File: src/hw/rtl/prq_pkg.sv
// prq_pkg: types and constants shared by the ready queue modules
// no dependencies
package prq_pkg;

    localparam int SLOT_W = 6;
    localparam int LVL_W  = 6;
    localparam int SLOTS  = 64;
    localparam int LEVELS = 64;

    typedef logic [SLOT_W-1:0] t_slot;
    typedef logic [LVL_W-1:0]  t_lvl;

    typedef enum logic [1:0] {
        OP_ENQ   = 2'd0,
        OP_POP   = 2'd1,
        OP_MOVE  = 2'd2,
        OP_CHECK = 2'd3
    } t_op;

    typedef enum logic [1:0] {
        STAT_OK        = 2'd0,
        STAT_EMPTY     = 2'd1,
        STAT_QUEUED    = 2'd2,
        STAT_NOT_QUEUED = 2'd3
    } t_status;

    // datapath step commanded by the controller
    typedef enum logic [2:0] {
        ST_NONE,
        ST_LOAD,
        ST_DECODE,
        ST_POP_B,
        ST_MV_B,
        ST_UNLINK,
        ST_MV_D,
        ST_APPEND
    } t_step;

    typedef struct packed {
        t_op  op;
        logic queued;
        logic any_ready;
        logic same_lvl;
    } t_dp_stat;

endpackage

File: src/hw/rtl/prq_ram.sv
// prq_ram: generic single write port ram with registered read
// no dependencies
module prq_ram #(
    parameter int WIDTH = 6,
    parameter int DEPTH = 64
) (
    input  logic                     i_clk,
    input  logic                     i_we,
    input  logic [$clog2(DEPTH)-1:0] i_waddr,
    input  logic [WIDTH-1:0]         i_wdata,
    input  logic [$clog2(DEPTH)-1:0] i_raddr,
    output logic [WIDTH-1:0]         o_rdata
);
    logic [WIDTH-1:0] r_mem [DEPTH];
    logic [WIDTH-1:0] r_rdata;

    always_ff @(posedge i_clk) begin
        if (i_we) begin
            r_mem[i_waddr] <= i_wdata;
        end
        r_rdata <= r_mem[i_raddr];
    end

    assign o_rdata = r_rdata;
endmodule

File: src/hw/rtl/prq_dpath.sv
// prq_dpath: link memories, queued and non-empty flags, result registers
// depends on prq_pkg and prq_ram
module prq_dpath (
    input  logic             i_clk,
    input  logic             i_rst_n,
    input  prq_pkg::t_step   i_step,
    input  logic [1:0]       i_op,
    input  prq_pkg::t_slot   i_slot_id,
    input  prq_pkg::t_lvl    i_level,
    output prq_pkg::t_dp_stat o_stat,
    output prq_pkg::t_slot   o_out_slot,
    output logic             o_preempt,
    output logic [1:0]       o_status
);
    import prq_pkg::*;

    t_op   r_op;
    t_slot r_slot;
    t_lvl  r_lvl;
    t_lvl  r_ulvl;
    t_slot r_cur;
    logic [SLOTS-1:0]  r_queued;
    logic [LEVELS-1:0] r_nonempty;
    t_slot   r_out_slot;
    logic    r_preempt;
    t_status r_status;

    t_lvl  sl_q, hd_q_l;
    t_slot hd_q, tl_q, nx_q, pv_q;

    // read addresses
    t_slot sl_ra, nx_ra, pv_ra;
    t_lvl  hd_ra, tl_ra;
    // write ports
    logic  sl_we, nx_we, pv_we, hd_we, tl_we;
    t_slot sl_wa, nx_wa, pv_wa, nx_wd, pv_wd, hd_wd, tl_wd;
    t_lvl  hd_wa, tl_wa, sl_wd;

    t_lvl penc;
    logic above;
    logic is_head, is_tail;

    always_comb begin
        penc = '0;
        for (int i = 0; i < LEVELS; i++) begin
            if (r_nonempty[i]) penc = t_lvl'(i);
        end
        above = 1'b0;
        for (int i = 0; i < LEVELS; i++) begin
            if (r_nonempty[i] && (t_lvl'(i) > r_lvl)) above = 1'b1;
        end
    end

    assign is_head = (hd_q == r_cur);
    assign is_tail = (tl_q == r_cur);

    always_comb begin
        sl_ra = r_slot;
        nx_ra = r_cur;
        pv_ra = r_cur;
        hd_ra = r_ulvl;
        tl_ra = r_ulvl;
        sl_we = 1'b0; nx_we = 1'b0; pv_we = 1'b0; hd_we = 1'b0; tl_we = 1'b0;
        sl_wa = r_slot; sl_wd = r_lvl;
        nx_wa = r_slot; nx_wd = r_slot;
        pv_wa = r_slot; pv_wd = r_slot;
        hd_wa = r_lvl;  hd_wd = r_slot;
        tl_wa = r_lvl;  tl_wd = r_slot;
        unique case (i_step)
            ST_DECODE: begin
                hd_ra = penc;
                tl_ra = (r_op == OP_ENQ) ? r_lvl : penc;
                if (r_op == OP_ENQ && !r_queued[r_slot]) nx_we = 1'b1;
            end
            ST_POP_B: begin
                nx_ra = hd_q;
                pv_ra = hd_q;
            end
            ST_MV_B: begin
                hd_ra = sl_q;
                tl_ra = sl_q;
                nx_ra = r_slot;
                pv_ra = r_slot;
            end
            ST_UNLINK: begin
                hd_wa = r_ulvl;
                tl_wa = r_ulvl;
                if (is_head && !is_tail) begin
                    hd_we = 1'b1; hd_wd = nx_q;
                    pv_we = 1'b1; pv_wa = nx_q; pv_wd = nx_q;
                end else if (is_tail && !is_head) begin
                    tl_we = 1'b1; tl_wd = pv_q;
                    nx_we = 1'b1; nx_wa = pv_q; nx_wd = pv_q;
                end else if (!is_head && !is_tail) begin
                    nx_we = 1'b1; nx_wa = pv_q; nx_wd = nx_q;
                    pv_we = 1'b1; pv_wa = nx_q; pv_wd = pv_q;
                end
            end
            ST_MV_D: begin
                tl_ra = r_lvl;
                nx_we = 1'b1;
            end
            ST_APPEND: begin
                tl_we = 1'b1;
                sl_we = 1'b1;
                pv_we = 1'b1;
                if (r_nonempty[r_lvl]) begin
                    nx_we = 1'b1; nx_wa = tl_q; nx_wd = r_slot;
                    pv_wd = tl_q;
                end else begin
                    hd_we = 1'b1;
                end
            end
            default: begin
            end
        endcase
    end

    prq_ram #(.WIDTH(LVL_W), .DEPTH(SLOTS)) u_slot_level (
        .i_clk(i_clk), .i_we(sl_we), .i_waddr(sl_wa), .i_wdata(sl_wd),
        .i_raddr(sl_ra), .o_rdata(sl_q));
    prq_ram #(.WIDTH(SLOT_W), .DEPTH(SLOTS)) u_next (
        .i_clk(i_clk), .i_we(nx_we), .i_waddr(nx_wa), .i_wdata(nx_wd),
        .i_raddr(nx_ra), .o_rdata(nx_q));
    prq_ram #(.WIDTH(SLOT_W), .DEPTH(SLOTS)) u_prev (
        .i_clk(i_clk), .i_we(pv_we), .i_waddr(pv_wa), .i_wdata(pv_wd),
        .i_raddr(pv_ra), .o_rdata(pv_q));
    prq_ram #(.WIDTH(SLOT_W), .DEPTH(LEVELS)) u_head (
        .i_clk(i_clk), .i_we(hd_we), .i_waddr(hd_wa), .i_wdata(hd_wd),
        .i_raddr(hd_ra), .o_rdata(hd_q));
    prq_ram #(.WIDTH(SLOT_W), .DEPTH(LEVELS)) u_tail (
        .i_clk(i_clk), .i_we(tl_we), .i_waddr(tl_wa), .i_wdata(tl_wd),
        .i_raddr(tl_ra), .o_rdata(tl_q));

    assign hd_q_l = hd_q;

    always_ff @(posedge i_clk) begin
        if (!i_rst_n) begin
            r_queued   <= '0;
            r_nonempty <= '0;
        end else begin
            unique case (i_step)
                ST_UNLINK: begin
                    r_queued[r_cur] <= 1'b0;
                    if (is_head && is_tail) r_nonempty[r_ulvl] <= 1'b0;
                end
                ST_APPEND: begin
                    r_queued[r_slot]  <= 1'b1;
                    r_nonempty[r_lvl] <= 1'b1;
                end
                default: begin
                end
            endcase
        end
    end

    always_ff @(posedge i_clk) begin
        unique case (i_step)
            ST_LOAD: begin
                r_op   <= t_op'(i_op);
                r_slot <= i_slot_id;
                r_lvl  <= i_level;
            end
            ST_DECODE: begin
                r_out_slot <= '0;
                r_preempt  <= (r_op == OP_CHECK) && above;
                r_ulvl     <= penc;
                unique case (r_op)
                    OP_ENQ:   r_status <= r_queued[r_slot] ? STAT_QUEUED : STAT_OK;
                    OP_POP:   r_status <= (|r_nonempty) ? STAT_OK : STAT_EMPTY;
                    OP_MOVE:  r_status <= r_queued[r_slot] ? STAT_OK : STAT_NOT_QUEUED;
                    OP_CHECK: r_status <= STAT_OK;
                endcase
            end
            ST_POP_B: begin
                r_cur      <= hd_q_l;
                r_out_slot <= hd_q;
            end
            ST_MV_B: begin
                r_cur  <= r_slot;
                r_ulvl <= sl_q;
            end
            default: begin
            end
        endcase
    end

    assign o_stat.op        = r_op;
    assign o_stat.queued    = r_queued[r_slot];
    assign o_stat.any_ready = |r_nonempty;
    assign o_stat.same_lvl  = (sl_q == r_lvl);
    assign o_out_slot = r_out_slot;
    assign o_preempt  = r_preempt;
    assign o_status   = r_status;

    a_append_sets: assert property (@(posedge i_clk) disable iff (!i_rst_n)
        i_step == ST_APPEND |=> r_nonempty[$past(r_lvl)] && r_queued[$past(r_slot)])
        else $error("append left level empty or slot not queued");
    a_unlink_clears: assert property (@(posedge i_clk) disable iff (!i_rst_n)
        i_step == ST_UNLINK |=> !r_queued[$past(r_cur)])
        else $error("unlinked slot still marked queued");
    a_level_has_slot: assert property (@(posedge i_clk) disable iff (!i_rst_n)
        (|r_nonempty) |-> (|r_queued))
        else $error("non-empty level with no queued slot");
endmodule

File: src/hw/rtl/prq_ctrl.sv
// prq_ctrl: sequencer for the ready queue operations
// depends on prq_pkg
module prq_ctrl (
    input  logic              i_clk,
    input  logic              i_rst_n,
    input  logic              start,
    input  prq_pkg::t_dp_stat i_stat,
    output logic              busy,
    output prq_pkg::t_step    o_step,
    output logic              o_done
);
    import prq_pkg::*;

    typedef enum logic [2:0] {
        S_IDLE, S_DECODE, S_POP_B, S_MV_B, S_UNLINK, S_MV_D, S_APPEND
    } t_state;

    t_state r_state, n_state;
    logic   r_done, n_done;

    always_comb begin
        n_state = r_state;
        n_done  = 1'b0;
        o_step  = ST_NONE;
        unique case (r_state)
            S_IDLE: begin
                if (start) begin
                    o_step  = ST_LOAD;
                    n_state = S_DECODE;
                end
            end
            S_DECODE: begin
                o_step = ST_DECODE;
                n_state = S_IDLE;
                n_done  = 1'b1;
                unique case (i_stat.op)
                    OP_ENQ: if (!i_stat.queued) begin
                        n_state = S_APPEND; n_done = 1'b0;
                    end
                    OP_POP: if (i_stat.any_ready) begin
                        n_state = S_POP_B; n_done = 1'b0;
                    end
                    OP_MOVE: if (i_stat.queued) begin
                        n_state = S_MV_B; n_done = 1'b0;
                    end
                    OP_CHECK: begin
                    end
                endcase
            end
            S_POP_B: begin
                o_step  = ST_POP_B;
                n_state = S_UNLINK;
            end
            S_MV_B: begin
                o_step = ST_MV_B;
                if (i_stat.same_lvl) begin
                    n_state = S_IDLE; n_done = 1'b1;
                end else begin
                    n_state = S_UNLINK;
                end
            end
            S_UNLINK: begin
                o_step = ST_UNLINK;
                if (i_stat.op == OP_MOVE) begin
                    n_state = S_MV_D;
                end else begin
                    n_state = S_IDLE; n_done = 1'b1;
                end
            end
            S_MV_D: begin
                o_step  = ST_MV_D;
                n_state = S_APPEND;
            end
            S_APPEND: begin
                o_step  = ST_APPEND;
                n_state = S_IDLE;
                n_done  = 1'b1;
            end
            default: begin
                n_state = S_IDLE;
            end
        endcase
    end

    always_ff @(posedge i_clk) begin
        if (!i_rst_n) begin
            r_state <= S_IDLE;
            r_done  <= 1'b0;
        end else begin
            r_state <= n_state;
            r_done  <= n_done;
        end
    end

    assign busy   = (r_state != S_IDLE);
    assign o_done = r_done;
endmodule

File: src/hw/rtl/priority_ready_queue.sv
// priority_ready_queue: ready queue of 64 slots over 64 priority levels
// depends on prq_pkg, prq_ctrl, prq_dpath
//
// Raise start with an operation while busy is low; one result comes back per
// item as a single-cycle o_valid pulse that cannot be stalled, so the receiver
// must take it on that cycle. Each step reads one link set of the per-level
// linked lists in single-port-read memories. Check and rejected or empty
// operations end after decode; enqueue appends; pop unlinks the head; a move
// to its own level ends after the link read; other moves unlink, read the
// tail and append. A new item may be started in the cycle o_valid is high.
module priority_ready_queue (
    input  logic                i_clk,
    input  logic                i_rst_n,
    input  logic                start,
    output logic                busy,
    input  logic [1:0]          i_op,
    input  prq_pkg::t_slot      i_slot_id,
    input  prq_pkg::t_lvl       i_level,
    output logic                o_valid,
    output prq_pkg::t_slot      o_out_slot,
    output logic                o_preempt,
    output logic [1:0]          o_status
);
    import prq_pkg::*;

    t_step    step;
    t_dp_stat stat;

    prq_ctrl u_ctrl (
        .i_clk(i_clk), .i_rst_n(i_rst_n), .start(start), .i_stat(stat),
        .busy(busy), .o_step(step), .o_done(o_valid));

    prq_dpath u_dpath (
        .i_clk(i_clk), .i_rst_n(i_rst_n), .i_step(step), .i_op(i_op),
        .i_slot_id(i_slot_id), .i_level(i_level), .o_stat(stat),
        .o_out_slot(o_out_slot), .o_preempt(o_preempt), .o_status(o_status));
endmodule
File: config.mk
export PLATFORM = sky130hd
export DESIGN_NAME = priority_ready_queue
export DESIGN_NICKNAME = d
export VERILOG_FILES = /design/src/hw/rtl/prq_pkg.sv /design/src/hw/rtl/prq_ram.sv /design/src/hw/rtl/prq_dpath.sv /design/src/hw/rtl/prq_ctrl.sv /design/src/hw/rtl/priority_ready_queue.sv
export SDC_FILE = /design/constraint.sdc
export NUM_CORES = 2
export LEC_CHECK = 0
export BUFFER_PORTS_ARGS = -buffer_cell sky130_fd_sc_hd__clkbuf_2
export CAP_MARGIN = 30
export CORE_MARGIN = 5
export CORE_UTILIZATION = 50
export DETAILED_ROUTE_END_ITERATION = 12
export GPL_ROUTABILITY_DRIVEN = 0
export GPL_TIMING_DRIVEN = 0
export PLACE_DENSITY_LB_ADDON = 0.12
export REMOVE_ABC_BUFFERS = 1
export SKIP_LAST_GASP = 1
export SYNTH_ARGS = -nofsm -noshare
export SYNTH_HDL_FRONTEND = slang
export SYNTH_SLANG_ARGS = --single-unit
File: constraint.sdc
create_clock -name i_clk -period 17 [get_ports i_clk]
set_input_delay 0 -clock i_clk [delete_from_list [all_inputs] [get_ports i_clk]]
set_output_delay 0 -clock i_clk [all_outputs]
set_load 0.02 [all_outputs]
# After elaboration in Yosys (flattened, before gate mapping)

Memories as Yosys holds them, arrays and structs flattened. A register that Yosys moved wholly into a read port is not among the register bits.
Cells that the tools add are included.

Register bits after elaboration: 167
Bits in writable memories: 1920
Bits of input ports: 17
Output and inout bits: 11
Logic and storage cells: 415
Memories kept: 5

Memory list:

| name                       | words | bits a word | read ports | clocked after memory_dff | write ports | line          | text |
|---|---|---|---|---|---|---|---|
| u_dpath.u_head.r_mem       | 64    | 6           | 1          | 1                        | 1           | prq_ram.sv:14 | `logic [WIDTH-1:0] r_mem [DEPTH];` |
| u_dpath.u_next.r_mem       | 64    | 6           | 1          | 1                        | 1           | prq_ram.sv:14 |  |
| u_dpath.u_prev.r_mem       | 64    | 6           | 1          | 1                        | 1           | prq_ram.sv:14 |  |
| u_dpath.u_slot_level.r_mem | 64    | 6           | 1          | 1                        | 1           | prq_ram.sv:14 |  |
| u_dpath.u_tail.r_mem       | 64    | 6           | 1          | 1                        | 1           | prq_ram.sv:14 |  |

Magnitude comparators: 72
Equality and inequality tests: 21
Muxes and demuxes: 215
Bitwise logic cells: 6
Reduce and logical (&&, ||, !) cells: 84

Operators with widths:

| cell               | count |
|---|---|
| $mux 6             | 52 |
| $pmux 64 s2        | 2 |
| $gt 6x6->1 const A | 32 |
| $and 64x64->64     | 2 |
| $not 64->64        | 2 |
| $or 64x64->64      | 2 |
| $mux 1             | 100 |
| $gt 5x6->1 const A | 16 |
| $mux 5             | 16 |
| $logic_and 1x1->1  | 74 |
| $mux 64            | 1 |
| $reduce_or 64->1   | 1 |
| $pmux 6 s2         | 5 |
| $gt 4x6->1 const A | 8 |
| $mux 4             | 8 |
| $lt 6x7->1 const B | 4 |
| $demux 1 s6        | 4 |
| $ge 6x1->1 const B | 4 |
| $gt 3x6->1 const A | 4 |
| $mux 3             | 8 |
| $eq 3x3->1 const B | 7 |
| $pmux 3 s7         | 1 |
| $eq 6x6->1         | 3 |
| $pmux 3 s6         | 1 |
| other kinds (22)   | 41 |

# Logic depth before layout (Yosys ltp)

Depth in word-level cells: 67
Gate-level depth with buffers: 17
Mapped depth without buffers: 13

# Hierarchy

From an unflattened synthesis, not the netlist that was laid out.

Cell total of the unflattened synthesis: 5067
Area total of the unflattened synthesis: 87282.5 um2

Modules (own cells, without submodules):

| module                        | times used | cells each | area each (um2) | seq. area each (um2) |
|---|---|---|---|---|
| prq_ram at u_dpath.u_next ... | 4          | 720        | 15225.9         | 11651.2 |
| prq_ram at u_dpath.u_head     | 1          | 719        | 15227.1         | 11651.2 |
| prq_dpath                     | 1          | 1427       | 10814.1         | 3493.4 |
| prq_ctrl                      | 1          | 41         | 337.8           | 80.1 |

# Worst setup path before layout

OpenSTA, ideal clock, no wires.

Path kind: register to register
Start: register u_dpath.r_lvl[0]
End: memory u_dpath.u_prev.r_mem[0][2] (data pin)
Setup time: 724 ps
Data arrival time: 5959 ps
Required time: 16276 ps
Setup slack: 10317 ps
Cell stages (with the launch flop): 9
Path buffers: 2
Clock period less this slack: 6683 ps
Cells stage by stage: edfxtp_1 buf_4 mux4_2 mux4_2 mux4_2 buf_2 mux2i_1 a21oi_1 a21boi_0

Cells in the longest elaborated chain, start to end: 4

RTL lines:

| element                      | line             | text |
|---|---|---|
| start: declaration           | prq_dpath.sv:19  | `t_lvl r_lvl;` |
| start signal: assignment     | prq_dpath.sv:162 | `r_lvl <= i_level;` |
| $bmux 1 s6                   | prq_dpath.sv:107 | `if (r_nonempty[r_lvl]) begin` |
| $mux 1 (not written as such) | prq_dpath.sv:107 |  |
| $mux 6                       | prq_dpath.sv:107 |  |
| $pmux 6 s2                   | prq_dpath.sv:69  | `unique case (i_step)` |
| via u_dpath.pv_wd[2]         | prq_dpath.sv:36  | `t_slot sl_wa, nx_wa, pv_wa, nx_wd, pv_wd, hd_wd, tl_wd;` |
| end: declaration             | prq_ram.sv:14    |  |

The timed path passes the listed nets, and every way through them passes these cells. The select of a mux whose other input is x is not followed.

# Worst setup path after layout

Start: register u_dpath.r_lvl[1]
End: memory u_dpath.u_next.r_mem[54][4] (enable)

Cells in the longest elaborated chain, start to end: 6
Elaborated cells between the ends (all ways): 8
Classes of those cells: mux: 8

RTL lines:

| element                          | line             | text |
|---|---|---|
| $bmux 1 s6 (*)                   | prq_dpath.sv:107 |  |
| $mux 1 (not written as such) (*) | prq_dpath.sv:107 |  |
| $mux 1                           | prq_dpath.sv:107 |  |
| $pmux 1 s4                       | prq_dpath.sv:69  |  |
| $mux 1                           | prq_ram.sv:18    | `if (i_we) begin` |
| $mux 1 (not written as such)     | prq_ram.sv:19    | `r_mem[i_waddr] <= i_wdata;` |
| end: declaration                 | prq_ram.sv:14    |  |

Every way passes the cells marked *; elsewhere a longest branch is shown, timed or not. The select of a mux whose other input is x is not followed.

==> impl_results.md <==
* Routed length per instance at 27.4 µm
* Clk sinks at roughly 2100
* Status: finished, final reports clean
* # diodes at 0
* Mapped cell area at ~86000 µm²
* Post-synthesis sequential area ratio at 0.720
* Final worst setup slack at 10.94 ns
* RSZ-0062 raised after global routing: no
* Place WS at ~11 ns
* DR top layer: met4
* First-pass DRT Iterations at 9
* CP Class: flip-flop to flip-flop
* Net count reported at finish at 5923
* Die width at 424 µm
* CTS tree: yes
* Min cycle time layout at around 6.1 ns
* WP data arrival at about 6.5 ns
* Slew headroom at 0.290
* Detailed Place HPWL at roughly 150 mm
* GRT Resource Usage Total at 0.250
* Grt total ovfl at 0
* Post-synth EDFFs at approximately 2000
* CTS max path bufs at 3
* Worst Path Required at 17.44 ns
* Worst-Skew Late Latency at roughly 0.84 ns
* Highest net fanout along the worst path at 24
* Fillcell total at approximately 13000
* Full die area at about 180000 µm²
* Design area at just under 100000 µm²
* Predominant post-synthesis flop cell: edfxtp_1
* DP Area at just over 90000 µm²
* Final ANT Viol Nets at 0
* Die height at 424 µm
* Fmax at 0.165 GHz
* Post-synth ARST share at 0
* Largest net degree at the start of global routing at 82
* Drt drc at 0
* Final Skew at 0.0327 ns
* # Max-Cap Violations at 0
* Final-report hold violation count at 0
* Pwr Density at around 130 nW/µm²
* Antenna violations before repair at 1
* Number of global-route vias before repair at roughly 51000
* Area growth syn-to-layout at 13.8%
* Total wire length at between 200 and 250 mm
* Met1 WL at roughly 96 mm
* Fin. max-slew vios at 0
* Least-Margin Pin Slew at between 1 and 1.5 ns
* Maximum VDD drop at 0.122 mV
* # IOs at 28
* Gate Count Post-Synth at 5843
* Syn_area_per_cell at between 10 and 15 µm²
* #FFs+latches synth at between 2000 and 2500
* Final setup fails at 0
* WL met3 at approximately 15 mm
* Core area at between 150000 and 200000 µm²
* Number of library cell types mapped by synthesis at 79
* Layout cells sized above 1 at 0.139
* Count of input and output buffers at 27
* Post-synth top area share at 0.680
* Row Count at ~150
* Starting Density at 0.502
* Ranking of synthesized cells by area: edfxtp_1 68%, mux4_2 5.5%, dfxtp_1 4.1%
* Vias at 51800
* Static Leak at around 0.032 µW
* Clock slew at reported path FFs at about 0.06 ns
* Tcrit/Tclk final at 0.357
* First-pass GRT wire length at roughly 340 mm
* Cts bufs inserted at 210
* Yosys warning total at 0
* Min-Delay Path Class: input port to flip-flop
* Worst Setup Start Kind: flip-flop
* Post-CTS Repair Setup Buffers at 0
* Post_cts resized at 0
* Clock Tree Root: clkbuf_16
* Nature of the critical path endpoint: flip-flop
* Leading area contributor after synthesis: edfxtp_1
* WL met2 at roughly 110 mm
* Vias per inst at about 6.2
* Iter 0 DRT Violations at 5397
* H-tree Lvls at 4
==> synth_stat cells (7+ instances only) <==
cell	count
mux2i_1	173
o31ai_1	14
o221ai_1	57
edfxtp_1	1943
nor3_1	44
o22ai_1	60
o211ai_1	22
nand2_1	841
a41oi_1	18
o21ai_1	7
nand3_1	152
a221oi_1	43
mux4_2	209
and3_1	35
or2_2	9
o21ai_0	177
a22oi_1	161
and2_1	34
xor2_1	13
buf_2	43
or4_1	13
nand2b_1	9
a22o_1	30
a221o_1	8
dfxtp_1	174
a21oi_1	157
a2111oi_0	10
a21boi_0	70
mux2_2	17
nor4_1	49
clkbuf_1	250
nor2_1	518
nand3b_1	15
nor2b_1	17
a31oi_1	106
nand4_1	11
inv_1	33
o221a_2	70
buf_1	54
o21a_1	19
a311oi_1	19
a211oi_1	48
==> cell families after synthesis <==
logic type / synth area share
flops: 0.720
simple gates: 0.0873
compound gates: 0.0952
mux: 0.0772
buf+inv: 0.0182
xor+xnor: 0.00194
==> what timing repair did <==
| action | in CTS | in global routing |
|---|---|---|
| setup endpoints to repair | 0 | 0 |
| hold endpoints to repair | 86 | 0 |
| hold buffers | 27 | 0 |
==> flip-flops by register name (all words and copies together), names as in the netlist, 64 cells and up <==
name                        flops
u_dpath.u_next.r_mem          384
u_dpath.r_nonempty             64
u_dpath.u_tail.r_mem          384
u_dpath.u_slot_level.r_mem    384
u_dpath.u_prev.r_mem          384
u_dpath.r_queued               64
u_dpath.u_head.r_mem          384
==> final timing paths <==
check                        startpoint                           to  slack, ns  depth (start not counted)
setup / recovery       u_dpath.r_lvl[1]  u_dpath.u_next.r_mem[54][4]      10.94                         15
hold / removal                  i_op[1]              u_dpath.r_op[1]       0.05                          2
hold reg to reg   u_dpath.r_nonempty[0]        u_dpath.r_nonempty[0]       0.52                          2
setup reg to reg       u_dpath.r_lvl[1]  u_dpath.u_next.r_mem[54][4]      10.94                         15
==> placed cells by master, fill, tap and decap left out, types with 30 or more instances in the layout <==
| cell type | instances |
|---|---|
| nand3_1 | 152 |
| and3_1 | 33 |
| o21ai_0 | 160 |
| buf_12 | 45 |
| a21boi_0 | 68 |
| a21oi_1 | 153 |
| clkinv_1 | 52 |
| clkbuf_1 | 44 |
| dfxtp_1 | 173 |
| a31oi_1 | 106 |
| nor2_1 | 514 |
| nor3_1 | 37 |
| nand2_1 | 840 |
| edfxtp_1 | 1943 |
| a221oi_1 | 43 |
| mux4_2 | 209 |
| o221a_2 | 70 |
| a22oi_1 | 161 |
| and2_1 | 34 |
| inv_1 | 30 |
| o221ai_1 | 57 |
| a211oi_1 | 48 |
| clkbuf_16 | 212 |
| buf_16 | 64 |
| o22ai_1 | 60 |
| mux2i_1 | 173 |
| a22o_1 | 30 |
| nor4_1 | 48 |
| clkinv_2 | 41 |
==> stage by stage <==
stage          setup TNS, ns  utilization  hold slack [ns]  std cells  total power, µW
6_report                   0        0.571           0.0524       8320            13000
3_5_place_dp               0        0.530            0.310       7897             8600
2_1_floorplan              0            -           0.0989       5490             7940
5_1_grt                    0        0.571          0.00964       8320            13500
3_3_place_gp          -78.03        0.510            0.310       7750             9150
4_1_cts                    0        0.571           0.0138       8317            13100
==> worst max-delay path, cell delays in order, from the launching register on <==
cell and delay, ns:
edfxtp_1 0.72, buf_16 0.23, buf_16 0.17, buf_16 0.19, inv_1 0.12, nor2_2 0.46
nand3_1 0.29, o221ai_1 0.26, nor3_1 0.08, mux4_2 0.62, mux2i_1 0.18, a21oi_1 0.28
a21boi_0 0.70, nor2b_1 0.26, nand2_1 0.42, nor2_1 0.64
==> routing by layer <==
| metal | GRT usage | vias to the layer above |
|---|---|---|
| met5 | 0 | - |
| met4 | 0.0809 | 0 |
| met3 | 0.0375 | 439 |
| met2 | 0.404 | 1960 |
| met1 | 0.353 | 26400 |
| li1 | - | 23000 |
==> area by class of cell <==
| class | instances | area (µm²) | share of cell area |
|---|---|---|---|
| clock buffers | 263 | 5570 | 0.0570 |
| clock inverters | 130 | 1100 | 0.0112 |
| inverters | 37 | 143 | 0.00146 |
| multi-input cells | 3336 | 22800 | 0.234 |
| flip-flops and latches | 2117 | 61800 | 0.633 |
| well taps | 2233 | 2790 | 0.0286 |
| repair buffers | 204 | 3460 | 0.0354 |
==> where the power goes <==
group	internal, µW	switching, µW
clock	2550	1950
combinational	1000	1580
sequential	5800	118
total	9350	3650
(Power assumes the default switching activity.)
